===== src/rrts_pkg.sv =====
// shared codes, defaults and controller interface types for the task scheduler
package rrts_pkg;

   // default size of the task table
   localparam int SLOTS_DEFAULT = 16;

   // command codes of an input transaction
   localparam logic [1:0] CMD_TICK   = 2'd0;
   localparam logic [1:0] CMD_CREATE = 2'd1;
   localparam logic [1:0] CMD_EXIT   = 2'd2;

   // slot state codes
   localparam logic [1:0] ST_DEAD  = 2'd0;
   localparam logic [1:0] ST_READY = 2'd1;
   localparam logic [1:0] ST_RUN   = 2'd2;

   // commands from controller to datapath
   typedef struct packed {
      logic load;
      logic search;
      logic do_create;
      logic do_exit;
      logic do_tick;
      logic finish;
   } ctrl_cmd_type;

   // status from datapath to controller
   typedef struct packed {
      logic [1:0] op;
   } ctrl_status_type;

endpackage


===== src/rrts_ctrl.sv =====
// sequencing state machine of the task scheduler
module rrts_ctrl (
   input  logic                     clock,
   input  logic                     reset,
   input  logic                     start,
   output logic                     busy,
   output logic                     rsp_valid,
   input  rrts_pkg::ctrl_status_type status,
   output rrts_pkg::ctrl_cmd_type    cmd
);
   import rrts_pkg::*;

   localparam logic [1:0] S_IDLE   = 2'd0;
   localparam logic [1:0] S_SEARCH = 2'd1;
   localparam logic [1:0] S_COMMIT = 2'd2;

   logic [1:0] state_ff, state_in;
   logic       strobe_ff, strobe_in;

   // next state and command decode
   always_comb begin
      state_in  = state_ff;
      strobe_in = 1'b0;
      cmd       = '0;
      unique case (state_ff)
         S_IDLE: begin
            if (start) begin
               cmd.load = 1'b1;
               state_in = S_SEARCH;
            end
         end
         S_SEARCH: begin
            cmd.search = 1'b1;
            state_in   = S_COMMIT;
         end
         S_COMMIT: begin
            cmd.finish = 1'b1;
            strobe_in  = 1'b1;
            state_in   = S_IDLE;
            unique case (status.op)
               CMD_TICK:   cmd.do_tick   = 1'b1;
               CMD_CREATE: cmd.do_create = 1'b1;
               CMD_EXIT:   cmd.do_exit   = 1'b1;
               default:    ;
            endcase
         end
         default: state_in = S_IDLE;
      endcase
   end

   // state registers
   always_ff @(posedge clock) begin
      if (reset) begin
         state_ff  <= S_IDLE;
         strobe_ff <= 1'b0;
      end else begin
         state_ff  <= state_in;
         strobe_ff <= strobe_in;
      end
   end

   assign busy      = (state_ff != S_IDLE);
   assign rsp_valid = strobe_ff;

endmodule


===== src/rrts_datapath.sv =====
// task table, slot search and result registers of the task scheduler
module rrts_datapath #(
   parameter int SLOTS = rrts_pkg::SLOTS_DEFAULT
) (
   input  logic                      clock,
   input  logic                      reset,
   input  rrts_pkg::ctrl_cmd_type    cmd,
   output rrts_pkg::ctrl_status_type status,
   input  logic [1:0]                req_cmd,
   input  logic [31:0]               req_start_sp,
   input  logic [31:0]               req_current_sp,
   output logic [31:0]               rsp_new_pid,
   output logic                      rsp_switched,
   output logic [31:0]               rsp_next_sp,
   output logic [3:0]                rsp_prev_slot,
   output logic [3:0]                rsp_run_slot,
   output logic                      rsp_release_valid,
   output logic [4:0]                rsp_live_count
);
   import rrts_pkg::*;

   localparam int SW = $clog2(SLOTS);
   localparam int CW = $clog2(SLOTS + 1);

   // lowest set bit of a slot vector
   function automatic logic [SW-1:0] lowest(input logic [SLOTS-1:0] v);
      logic [SW-1:0] idx;
      idx = '0;
      for (int i = SLOTS - 1; i >= 0; i--) begin
         if (v[i]) idx = SW'(i);
      end
      return idx;
   endfunction

   // captured transaction
   logic [1:0]    op_ff;
   logic [31:0]   start_sp_ff;
   logic [31:0]   cur_sp_ff;

   // task table
   logic [1:0]    slot_state_ff [SLOTS];
   logic [1:0]    slot_state_in [SLOTS];
   logic [SLOTS-1:0] owned_ff, owned_in;
   logic [SW-1:0] run_ff, run_in;
   logic [31:0]   pid_ff, pid_in;
   logic [CW-1:0] live_ff, live_in;
   logic [31:0]   sp_mem [SLOTS];

   // search results
   logic [SW-1:0] sel_ff;
   logic          found_ff;
   logic [31:0]   rd_ff;

   // result registers
   logic [31:0]   new_pid_ff, new_pid_in;
   logic          switched_ff, switched_in;
   logic [31:0]   next_sp_ff, next_sp_in;
   logic [SW-1:0] prev_ff, prev_in;
   logic          release_ff, release_in;

   logic [SLOTS-1:0] ready_vec, dead_vec, after_vec, hi_vec, lo_vec;
   logic [SW-1:0]    free_idx, pick_idx;
   logic             free_found, pick_found;
   logic [SW+3:0]    prev_wide, run_wide;
   logic [CW+4:0]    live_wide;

   assign status.op = op_ff;

   // slot vectors for the searches
   always_comb begin
      for (int i = 0; i < SLOTS; i++) begin
         ready_vec[i] = (slot_state_ff[i] == ST_READY);
         dead_vec[i]  = (slot_state_ff[i] == ST_DEAD) && (i != 0);
         after_vec[i] = (SW'(i) > run_ff);
      end
      hi_vec = ready_vec & after_vec;
      lo_vec = ready_vec & ~after_vec;
   end

   // lowest free slot above slot 0 and round-robin pick after the running slot
   assign free_found = |dead_vec;
   assign free_idx   = lowest(dead_vec);
   assign pick_found = |ready_vec;
   assign pick_idx   = (|hi_vec) ? lowest(hi_vec) : lowest(lo_vec);

   // table update and result formation
   always_comb begin
      slot_state_in = slot_state_ff;
      owned_in      = owned_ff;
      run_in        = run_ff;
      pid_in        = pid_ff;
      live_in       = live_ff;
      new_pid_in    = '0;
      switched_in   = 1'b0;
      next_sp_in    = '0;
      prev_in       = '0;
      release_in    = 1'b0;
      if (cmd.do_create && found_ff) begin
         slot_state_in[sel_ff] = ST_READY;
         owned_in[sel_ff]      = 1'b1;
         new_pid_in            = pid_ff;
         pid_in                = pid_ff + 32'd1;
         live_in               = live_ff + CW'(1);
      end
      if (cmd.do_exit) begin
         if (slot_state_ff[run_ff] != ST_DEAD) live_in = live_ff - CW'(1);
         slot_state_in[run_ff] = ST_DEAD;
      end
      if (cmd.do_tick && found_ff) begin
         if (slot_state_ff[run_ff] == ST_DEAD && owned_ff[run_ff]) begin
            release_in       = 1'b1;
            owned_in[run_ff] = 1'b0;
         end
         if (slot_state_ff[run_ff] == ST_RUN) slot_state_in[run_ff] = ST_READY;
         slot_state_in[sel_ff] = ST_RUN;
         switched_in           = 1'b1;
         // picking the running slot again reads back the pointer just saved
         next_sp_in            = (sel_ff == run_ff) ? cur_sp_ff : rd_ff;
         prev_in               = run_ff;
         run_in                = sel_ff;
      end
   end

   // transaction capture and search registers
   always_ff @(posedge clock) begin
      if (cmd.load) begin
         op_ff       <= req_cmd;
         start_sp_ff <= req_start_sp;
         cur_sp_ff   <= req_current_sp;
      end
      if (cmd.search) begin
         sel_ff   <= (op_ff == CMD_CREATE) ? free_idx : pick_idx;
         found_ff <= (op_ff == CMD_CREATE) ? free_found : pick_found;
      end
   end

   // saved stack pointer memory
   always_ff @(posedge clock) begin
      if (cmd.search) rd_ff <= sp_mem[pick_idx];
      if (cmd.do_create && found_ff) sp_mem[sel_ff] <= start_sp_ff;
      else if (cmd.do_tick && found_ff) sp_mem[run_ff] <= cur_sp_ff;
   end

   // table control state
   always_ff @(posedge clock) begin
      if (reset) begin
         for (int i = 0; i < SLOTS; i++) slot_state_ff[i] <= (i == 0) ? ST_RUN : ST_DEAD;
         owned_ff <= '0;
         run_ff   <= '0;
         pid_ff   <= 32'd2;
         live_ff  <= CW'(1);
      end else begin
         slot_state_ff <= slot_state_in;
         owned_ff      <= owned_in;
         run_ff        <= run_in;
         pid_ff        <= pid_in;
         live_ff       <= live_in;
      end
   end

   // result registers
   always_ff @(posedge clock) begin
      if (cmd.finish) begin
         new_pid_ff  <= new_pid_in;
         switched_ff <= switched_in;
         next_sp_ff  <= next_sp_in;
         prev_ff     <= prev_in;
         release_ff  <= release_in;
      end
   end

   // fit slot numbers and count to the result field widths
   assign prev_wide = {4'd0, prev_ff};
   assign run_wide  = {4'd0, run_ff};
   assign live_wide = {5'd0, live_ff};

   assign rsp_new_pid       = new_pid_ff;
   assign rsp_switched      = switched_ff;
   assign rsp_next_sp       = next_sp_ff;
   assign rsp_prev_slot     = prev_wide[3:0];
   assign rsp_run_slot      = run_wide[3:0];
   assign rsp_release_valid = release_ff;
   assign rsp_live_count    = live_wide[4:0];

endmodule


===== src/round_robin_task_scheduler.sv =====
// top level of the round-robin task scheduler
// A command is taken when start is high while busy is low; busy then stays high through
// the slot search with stack pointer read and the table update. The result is registered
// at the end of the update and shows for exactly one cycle with rsp_valid high. The
// receiver cannot stall, so the result must be taken in that cycle. busy is already low
// while the result shows, so a new command can already be taken. The run slot and live
// count ports are the outputs after the command has taken effect.
module round_robin_task_scheduler #(
   parameter int SLOTS = rrts_pkg::SLOTS_DEFAULT
) (
   input  logic        clock,
   input  logic        reset,
   input  logic        start,
   output logic        busy,
   input  logic [1:0]  req_cmd,
   input  logic [31:0] req_start_sp,
   input  logic [31:0] req_current_sp,
   output logic        rsp_valid,
   output logic [31:0] rsp_new_pid,
   output logic        rsp_switched,
   output logic [31:0] rsp_next_sp,
   output logic [3:0]  rsp_prev_slot,
   output logic [3:0]  rsp_run_slot,
   output logic        rsp_release_valid,
   output logic [4:0]  rsp_live_count
);
   import rrts_pkg::*;

   ctrl_cmd_type    cmd;
   ctrl_status_type status;

   // sequencer
   rrts_ctrl u_ctrl (
      .clock     (clock),
      .reset     (reset),
      .start     (start),
      .busy      (busy),
      .rsp_valid (rsp_valid),
      .status    (status),
      .cmd       (cmd)
   );

   // task table and result path
   rrts_datapath #(
      .SLOTS (SLOTS)
   ) u_datapath (
      .clock             (clock),
      .reset             (reset),
      .cmd               (cmd),
      .status            (status),
      .req_cmd           (req_cmd),
      .req_start_sp      (req_start_sp),
      .req_current_sp    (req_current_sp),
      .rsp_new_pid       (rsp_new_pid),
      .rsp_switched      (rsp_switched),
      .rsp_next_sp       (rsp_next_sp),
      .rsp_prev_slot     (rsp_prev_slot),
      .rsp_run_slot      (rsp_run_slot),
      .rsp_release_valid (rsp_release_valid),
      .rsp_live_count    (rsp_live_count)
   );

endmodule

===== config.mk =====
export PLATFORM = sky130hd
export DESIGN_NAME = round_robin_task_scheduler
export DESIGN_NICKNAME = d
export VERILOG_FILES = /design/src/rrts_pkg.sv /design/src/rrts_ctrl.sv /design/src/rrts_datapath.sv /design/src/round_robin_task_scheduler.sv
export SDC_FILE = /design/constraint.sdc
export NUM_CORES = 1
export LEC_CHECK = 0
export BUFFER_PORTS_ARGS = -buffer_cell sky130_fd_sc_hd__buf_2
export CORE_AREA = 3 3 289 291
export CTS_BUF_LIST = sky130_fd_sc_hd__clkbuf_8
export CTS_CLUSTER_DIAMETER = 120
export CTS_CLUSTER_SIZE = 20
export DETAILED_ROUTE_END_ITERATION = 10
export DIE_AREA = 0 0 292 294
export SLEW_MARGIN = 20
export SYNTH_ARGS = -nofsm -noshare
export SYNTH_HDL_FRONTEND = slang
export SYNTH_SLANG_ARGS = --single-unit

===== constraint.sdc =====
create_clock -name clock -period 13.2 [get_ports clock]
set_input_delay 1.32 -clock clock [delete_from_list [all_inputs] [get_ports clock]]
set_output_delay 1.32 -clock clock [all_outputs]
set_load 0.01 [all_outputs]

==> results.md, run 1 <==
* Gr usage total at 19.3%
* Minimum clock period at 5.01 ns
* Crit path buffers/inverters at 3
* Worst setup SP type: register
* Period utilisation layout at a little under two fifths
* Setup CP Type: reg -> reg
* Worst Skew at 0.0768 ns
* I/O pins at 150
* Nets at approximately 2600
* CP cell instances: buf_4 -> nand2_1 -> a2111oi_0 -> o21ai_0 -> a22oi_1 -> o211a_2 -> buf_4 -> nor2_4 -> buf_4 -> a2111oi_0 -> nor4_1 -> o21a_1
* Die Y at 294 um
* # H-tree levels at 2
* First-pass GRT wire length at between 100 and 150 mm
* Worst skew pair latency at 0.73 ns
* CP max-delay cell: dfxtp_2
* Drt first-iter violations at around 2100
* # setup viols final at 0
* Sequential area share after synthesis at around 69%
* Clk slew on worst S/H paths at between 0.1 and 0.15 ns
* Layout cells sized above 1 at 14.4%
* Mean post-synth cell area at 13.1 sq um
* Final HPWL DP at around 48 mm
* Initial antenna violation count at 1
* Crit-path max cell delay at a little under 0.6 ns
* Worst Tran Pin Value at 1.08 ns
* Number of synthesized flops with an enable pin at 685
* Gate Count Post-Synth at ~2500
* Area Overhead vs Synth at 8.27%
* Vias post-DR at 20862
* Gr ovfl total at 0
* Die area at approximately 0.086 sq mm
* Crit path DAT at 5.49 ns
* # rows at 104
* Vias in the first global route at a little over 20000
* Prevailing post-synth register cell: edfxtp_1
* Die width at just under 300 um
* Mapped Nets at 2545
* Root Driver: clkbuf_8
* Yosys reg bits at 777
* Core area at 0.0808 sq mm
* FFs w/ async S/R, synth at 0%
* Vias per inst at 5.72
* Status: complete, no violations
* Total Wirelength at 84.3 mm
* CTS Buf Count at 44
* Post-synth cell types at 80
* Yosys warns at 0
* Cts repair resizes at 0
* Slew Viols, Final at 0
* # hold bufs at CTS at 0
* RSZ-0062 raised after global routing: no
* Util after Layout at 43.4%
* IO Port Bufs at approximately 150
* FMAX at 0.200 GHz
* Slew HR at 27.7%
* Remaining DRCs at 0
* Largest delay contributor family on the critical path: compound AO/OA/AOI/OAI gates
* CP dominant cell by count: buf_4
* Post-DRT Antenna Nets at 0
* # Max-Cap Violations at 0
* Sink Count at between 700 and 800
* Hold crit path type: reg -> reg
* Largest net degree at the start of global routing at 196
* GPL Wtd Cong at 0.866
* Lkg Pwr at 11.8 nW
* Max rail drop VDD at about 0.07 mV
* Clock Path Buffers at 3
* Total negative slack at 0 ns
* Endpoints failing hold at 0
* Starting Density at 40.1%
* Crit end category: register
* WL/cell at 23.1 um
* Detailed Routing Iterations Pass 1 at 7
* Mapped Area at 0.0324 sq mm
* Pwr dens at 110 mW/mm^2
* CTS tree: built
* Postcts setup bufs at 0
* Critical Path RT at 13.68 ns
* Filler instances at 7332
* Max FO, Critical Path at 65
## per-stage QoR
step           hold slack [ns]  cells  cell area (sq um)  setup slack, ns  power [W]
5_1_grt                  0.535   3649              35100             7.90    0.00402
4_1_cts                  0.508   3648              35100             8.27    0.00391
2_1_floorplan            0.454   2473              32400             8.13    0.00282
3_3_place_gp             0.469   3579              34400             8.35    0.00287
3_5_place_dp             0.491   3579              34400             8.32    0.00288
6_report                 0.506   3649              35100             8.19    0.00388
## placed cells by master (no fill, tap or decap), types with 4 or more instances in the layout
master and instances:
edfxtp_1 685, nand2_1 377, nor2_1 266, buf_2 149, mux2i_1 97, dfxtp_1 91, o21ai_0 88, nand3_1 86
a32oi_1 63, buf_4 48, clkbuf_8 44, a21oi_1 42, and2_1 41, a31oi_1 39, a32o_1 31, o211ai_2 30
inv_1 29, nor3_1 28, xor2_1 26, nor2b_1 24, nand2b_1 21, o22ai_1 21, nor3_2 20, nor2_4 19
a211oi_1 18, and3_1 17, mux4_2 15, a221oi_1 13, o221ai_1 13, nor3b_1 8, or2_2 8, xnor2_1 8
or3_1 7, o211ai_1 7, nand4_1 7, a22o_1 5, and3b_1 5, nand3b_1 4, and4_1 4, nor4_1 4
## cells in the mapped netlist (4+ instances only)
library cell    n  area, sq um
edfxtp_1      685        20600
nor2_1        286         1070
buf_4           9         67.6
xnor2_1         8         70.1
buf_6           8         90.1
nor3_1         29          145
nor3b_1         8         60.1
o22ai_1        21          131
a32o_1         31          310
nor2b_1        26          163
nand2b_1       21          131
clkbuf_1       80          300
buf_2          47          235
nand3b_1        4         30.0
a32oi_1        63          552
o211ai_2       31          388
nor4_1          5         31.3
nand4_1         7         43.8
or3_1           9         56.3
o221ai_1       13          114
mux4_2         15          338
a22o_1          5         43.8
a31oi_1        39          244
and4_1          4         35.0
nand3_1        86          430
or2_2           8         50.1
nor3_2         21          210
o21ai_0        89          445
a211oi_1       18          135
o211ai_1        7         52.6
mux2i_1        97          971
xor2_1         26          228
a21oi_1        43          215
nand2_1       377         1420
and3_1         17          106
inv_1           8         30.0
and3b_1         5         43.8
a221oi_1       13          114
buf_1           8         30.0
dfxtp_1        92         1840
and2_1         41          257
## worst reg2reg max path: cells and delay by family (launching register included)
family / cells / cell delay (ns)
buffers and inverters: 3 / 1.49
AND/OR/NAND/NOR: 3 / 0.60
AO/OA/AOI/OAI: 6 / 2.11
flip-flops: 1 / 0.58
## registers in the layout (all words and copies together) (netlist names)
signal	cells
u_datapath.pid_ff	32
u_datapath.status	2
u_datapath.rsp_run_slot	4
u_datapath.sel_ff	4
u_datapath.slot_state_ff	32
u_datapath.cur_sp_ff	32
u_datapath.rsp_live_count	5
u_datapath.rd_ff	32
u_datapath.found_ff	1
u_datapath.sp_mem	512
u_ctrl.rsp_valid	1
u_datapath.start_sp_ff	32
u_datapath.rsp_release_valid	1
u_datapath.owned_ff	16
u_datapath.rsp_new_pid	32
u_datapath.rsp_prev_slot	4
u_datapath.rsp_next_sp	32
u_ctrl.state_ff	2
u_datapath.rsp_switched	1
## power by group
part	switching, W	internal (W)	total, W
Sequential	0.0000136	0.00270	0.00271
Clock	0.000736	0.000318	0.00105
Combinational	0.0000807	0.0000263	0.000107
## routing by layer
metal / up-vias / part of all wire (%) / GRT usage (%)
met3: 116 / 7.4 / 2.91
met2: 907 / 48 / 31.9
li1: 9393 / - / -
met1: 10446 / 43 / 27.2
met4: 0 / 1.8 / 4.02
met5: - / 0 / 0
## worst paths after layout
kind	from	to	slack, ns	cells past startpoint
setup reg to reg	u_datapath.rsp_run_slot[1]	u_datapath.rd_ff[0]	8.19	12
hold reg to reg	u_datapath.pid_ff[28]	u_datapath.pid_ff[28]	0.51	2
setup / recovery	u_datapath.rsp_run_slot[1]	u_datapath.rd_ff[0]	8.19	12
hold / removal	u_datapath.pid_ff[28]	u_datapath.pid_ff[28]	0.51	2
## logic make-up after synthesis
| group | after synthesis | synth area share, % |
|---|---|---|
| AOI/OAI and AO/OA | 420 | 9.83 |
| xor gates and xnor gates | 34 | 0.919 |
| adders and majority gates | 3 | 0.116 |
| buffers and inverters | 162 | 2.35 |
| DFF | 777 | 69.2 |
| muxes | 113 | 4.07 |
| and+or+nand+nor | 964 | 13.6 |
## layout make-up
cell class | instances | area (sq um) | share of cell area, %
timing repair buffer | 198 | 1130 | 3.21
multi-input combinational | 1534 | 9460 | 27.0
clock buffer | 44 | 606 | 1.73
clock inverter | 25 | 120 | 0.342
tap | 1060 | 1330 | 3.78
antenna | 1 | 2.50 | 0.00713
inverter | 10 | 37.5 | 0.107
sequential | 777 | 22400 | 63.9
Power figures use the tool's default switching activity.
==> run 2: changes to the inputs <==
--- a/config.mk
+++ b/config.mk
@@ -5,13 +5,14 @@
 export SDC_FILE = /design/constraint.sdc
 export NUM_CORES = 1
 export LEC_CHECK = 0
+export ABC_AREA = 1
 export BUFFER_PORTS_ARGS = -buffer_cell sky130_fd_sc_hd__buf_2
-export CORE_AREA = 3 3 289 291
+export CORE_AREA = 3 3 301 303
 export CTS_BUF_LIST = sky130_fd_sc_hd__clkbuf_8
 export CTS_CLUSTER_DIAMETER = 120
 export CTS_CLUSTER_SIZE = 20
 export DETAILED_ROUTE_END_ITERATION = 10
-export DIE_AREA = 0 0 292 294
+export DIE_AREA = 0 0 304 306
 export SLEW_MARGIN = 20
 export SYNTH_ARGS = -nofsm -noshare
 export SYNTH_HDL_FRONTEND = slang
==> constraint.sdc (replaced) <==
create_clock -name clock -period 4.24 [get_ports clock]
set_input_delay 0.424 -clock clock [delete_from_list [all_inputs] [get_ports clock]]
set_output_delay 0.424 -clock clock [all_outputs]
set_load 0.01 [all_outputs]
==> run 2 against run 1 <==
Clock skew up 0.014 ns. Global-route usage increased by 1.3 points. Design area rose by 11%. Critical path type unchanged. Core utilization grew 0.60 points.
==> results.md, run 2 <==
* Worst setup SP type: register
* Filler instances at 8338
* Slew Viols, Final at 0
* # H-tree levels at 2
* GPL Wtd Cong at between 0.9 and 1
* DP Worst Slack at 0.422 ns
* Critical Path RT at 4.68 ns
* Worst skew pair latency at between 0.7 and 0.8 ns
* Worst Tran Pin Value at 1.10 ns
* Layout cells sized above 1 at about 9%
* Post-synth cell types at 51
* Max FO, Critical Path at 81
* CTS tree: built
* RSZ-0062 raised after global routing: no
* Post-DRT Antenna Nets at 0
* Slew HR at about a quarter
* Yosys warns at 0
* Status: complete, no violations
* Gr usage total at slightly above 20%
* Total Wirelength at 97.7 mm
* Starting Density at about two fifths
* Max rail drop VDD at 0.198 mV
* Gate Count Post-Synth at ~3600
* Crit end category: register
* Mapped Area at 0.0351 sq mm
* Final HPWL DP at 56.5 mm
* Crit path DAT at 4.41 ns
* Endpoints failing hold at 0
* Root Driver: clkbuf_8
* Worst Skew at between 0.09 and 0.1 ns
* # rows at approximately 110
* FMAX at roughly 0.25 GHz
* Largest net degree at the start of global routing at 144
* Period utilisation layout at 93.6%
* Setup CP Type: reg -> reg
* Final worst slack at 0.269 ns
* Vias in the first global route at 24448
* Lkg Pwr at 15.6 nW
* Die area at ~0.093 sq mm
* WL/cell at 19.9 um
* Core area at about 0.088 sq mm
* Die width at about 300 um
* Hold crit path type: in -> reg
* Remaining DRCs at 0
* Clock Path Buffers at 3
* Gr ovfl total at 0
* Prevailing post-synth register cell: edfxtp_1
* FFs w/ async S/R, synth at 0%
* Most common cell in the synthesized netlist: edfxtp_1
* # setup viols final at 0
* Sequential area share after synthesis at 63.8%
* CTS Buf Count at 45
* Initial antenna violation count at 1
* I/O pins at 150
* Sink Count at approximately 780
* Area Overhead vs Synth at 10.5%
* Detailed Routing Iterations Pass 1 at 6
* Yosys reg bits at 777
* Mapped Nets at 3668
* Die Y at just over 300 um
* Nets at 3805
* Internal reg-to-reg setup slack at approximately 0.27 ns
* Area share of the largest cell type after synthesis at slightly below 60%
* Cts repair resizes at 0
* IO Port Bufs at 149
* Util after Layout at 44.0%
* Drt first-iter violations at 2657
* First-pass GRT wire length at 150 mm
* Number of synthesized flops with an enable pin at 685
* Vias post-DR at 25893
* Commonest cells in the netlist: edfxtp_1 (685), inv_1 (660), nand2_1 (605)
* Area leader, netlist: edfxtp_1
* Commonest non-fill, non-tap cells in the layout: edfxtp_1 (685), inv_1 (673), nand2_1 (601), nand3_1 (478), nand4_1 (282)
* Pwr dens at 316 mW/mm^2
* Total power at 0.0123 W
* Total negative slack at 0 ns
* Commonest non-fill, non-tap cell in the layout: edfxtp_1
* Minimum clock period at just under 4 ns
* Mean post-synth cell area at about 9.8 sq um
* Top reg by flops: u_datapath.sp_mem
* Vias per inst at 5.26
* # Max-Cap Violations at 0
* Clk slew on worst S/H paths at ~0.13 ns
* Max reg flops at 512
* Synth area leaders: edfxtp_1 (59%), inv_1 (7.0%), nand3_1 (6.8%), nand2_1 (6.5%), dfxtp_1 (5.2%)
[run 2: per-layer routing]
metal | vias to the layer above | part of all wire, % | GRT usage, %
met1 | 12538 | 43 | 28.3
li1 | 12308 | - | -
met5 | - | 0 | 0
met4 | 0 | 3.0 | 6.29
met3 | 162 | 6.1 | 2.59
met2 | 885 | 48 | 34.2
[run 2: power by group]
| group | leakage (nW) | total, W | switching (W) | internal (W) |
|---|---|---|---|---|
| registers | 6.96 | 0.00845 | 0.0000366 | 0.00841 |
| logic | 8.17 | 0.000446 | 0.000316 | 0.000131 |
| clock network | 0.441 | 0.00339 | 0.00236 | 0.00103 |
| total | 15.6 | 0.0123 | 0.00272 | 0.00957 |
[run 2: cell type report]
type | instances | area, sq um | area share (%)
antenna | 1 | 2.50 | 0.00644
inverter | 676 | 2550 | 6.56
timing repair buffer | 295 | 2250 | 5.78
tap | 1165 | 1460 | 3.75
clock buffer | 46 | 633 | 1.63
clock inverter | 21 | 109 | 0.280
multi-input combinational | 1938 | 9440 | 24.3
sequential | 777 | 22400 | 57.7
[run 2: repair_timing]
item	4_1_cts	5_1_grt
endpoints found under the setup margin	0	0
endpoints found under the hold margin	67	0
hold buffers	67	0
buffers inserted	0	0
[run 2: worst max-delay path: stages (launching register included)]
cell and delay (ns):
dfxtp_1 0.47, inv_2 0.10, nor2_1 0.67, nand2_1 0.14, inv_2 0.13, nor2_1 0.05
nand2_1 0.08, o21ai_1 0.08, inv_2 0.07, nand2_1 0.07, nor3_2 0.11, nand2_1 0.12
nor2_2 0.22, nand2_8 0.20, nand3_4 0.27, buf_12 0.35, nand2_1 0.10, nand3_1 0.08
nand3_1 0.13, nand3_1 0.10, nand2_1 0.05
[run 2: logic make-up (layout without fill, tap and decap cells)]
| kind of cell | count (synthesis) | count (layout) | share of synthesized area [%] |
|---|---|---|---|
| AO/OA/AOI/OAI | 229 | 229 | 3.61 |
| AND/OR/NAND/NOR | 1697 | 1697 | 22.3 |
| buffers and inverters | 881 | 1038 | 9.95 |
| other | 0 | 1 | 0 |
| flip-flops | 777 | 777 | 63.8 |
| adder cells (fa/ha/maj) | 3 | 3 | 0.107 |
| XOR/XNOR | 9 | 9 | 0.224 |
[run 2: path summary, 6_finish.rpt]
kind	cells past startpoint	from	to
hold reg to reg	2	u_datapath.pid_ff[20]	u_datapath.pid_ff[21]
setup reg to reg	20	u_datapath.rsp_run_slot[0]	u_datapath.rd_ff[13]
hold / removal	3	reset	u_datapath.pid_ff[28]
setup / recovery	20	u_datapath.rsp_run_slot[0]	u_datapath.rd_ff[13]
[run 2: through the flow]
step,area [sq um],hold slack (ns),std cells
after detailed placement,37400,0.482,4784
after CTS,38800,0.161,4918
final,38800,0.219,4919
after global routing,38800,0.208,4919
after global placement,37400,0.472,4784
after floorplan,35200,0.423,3596
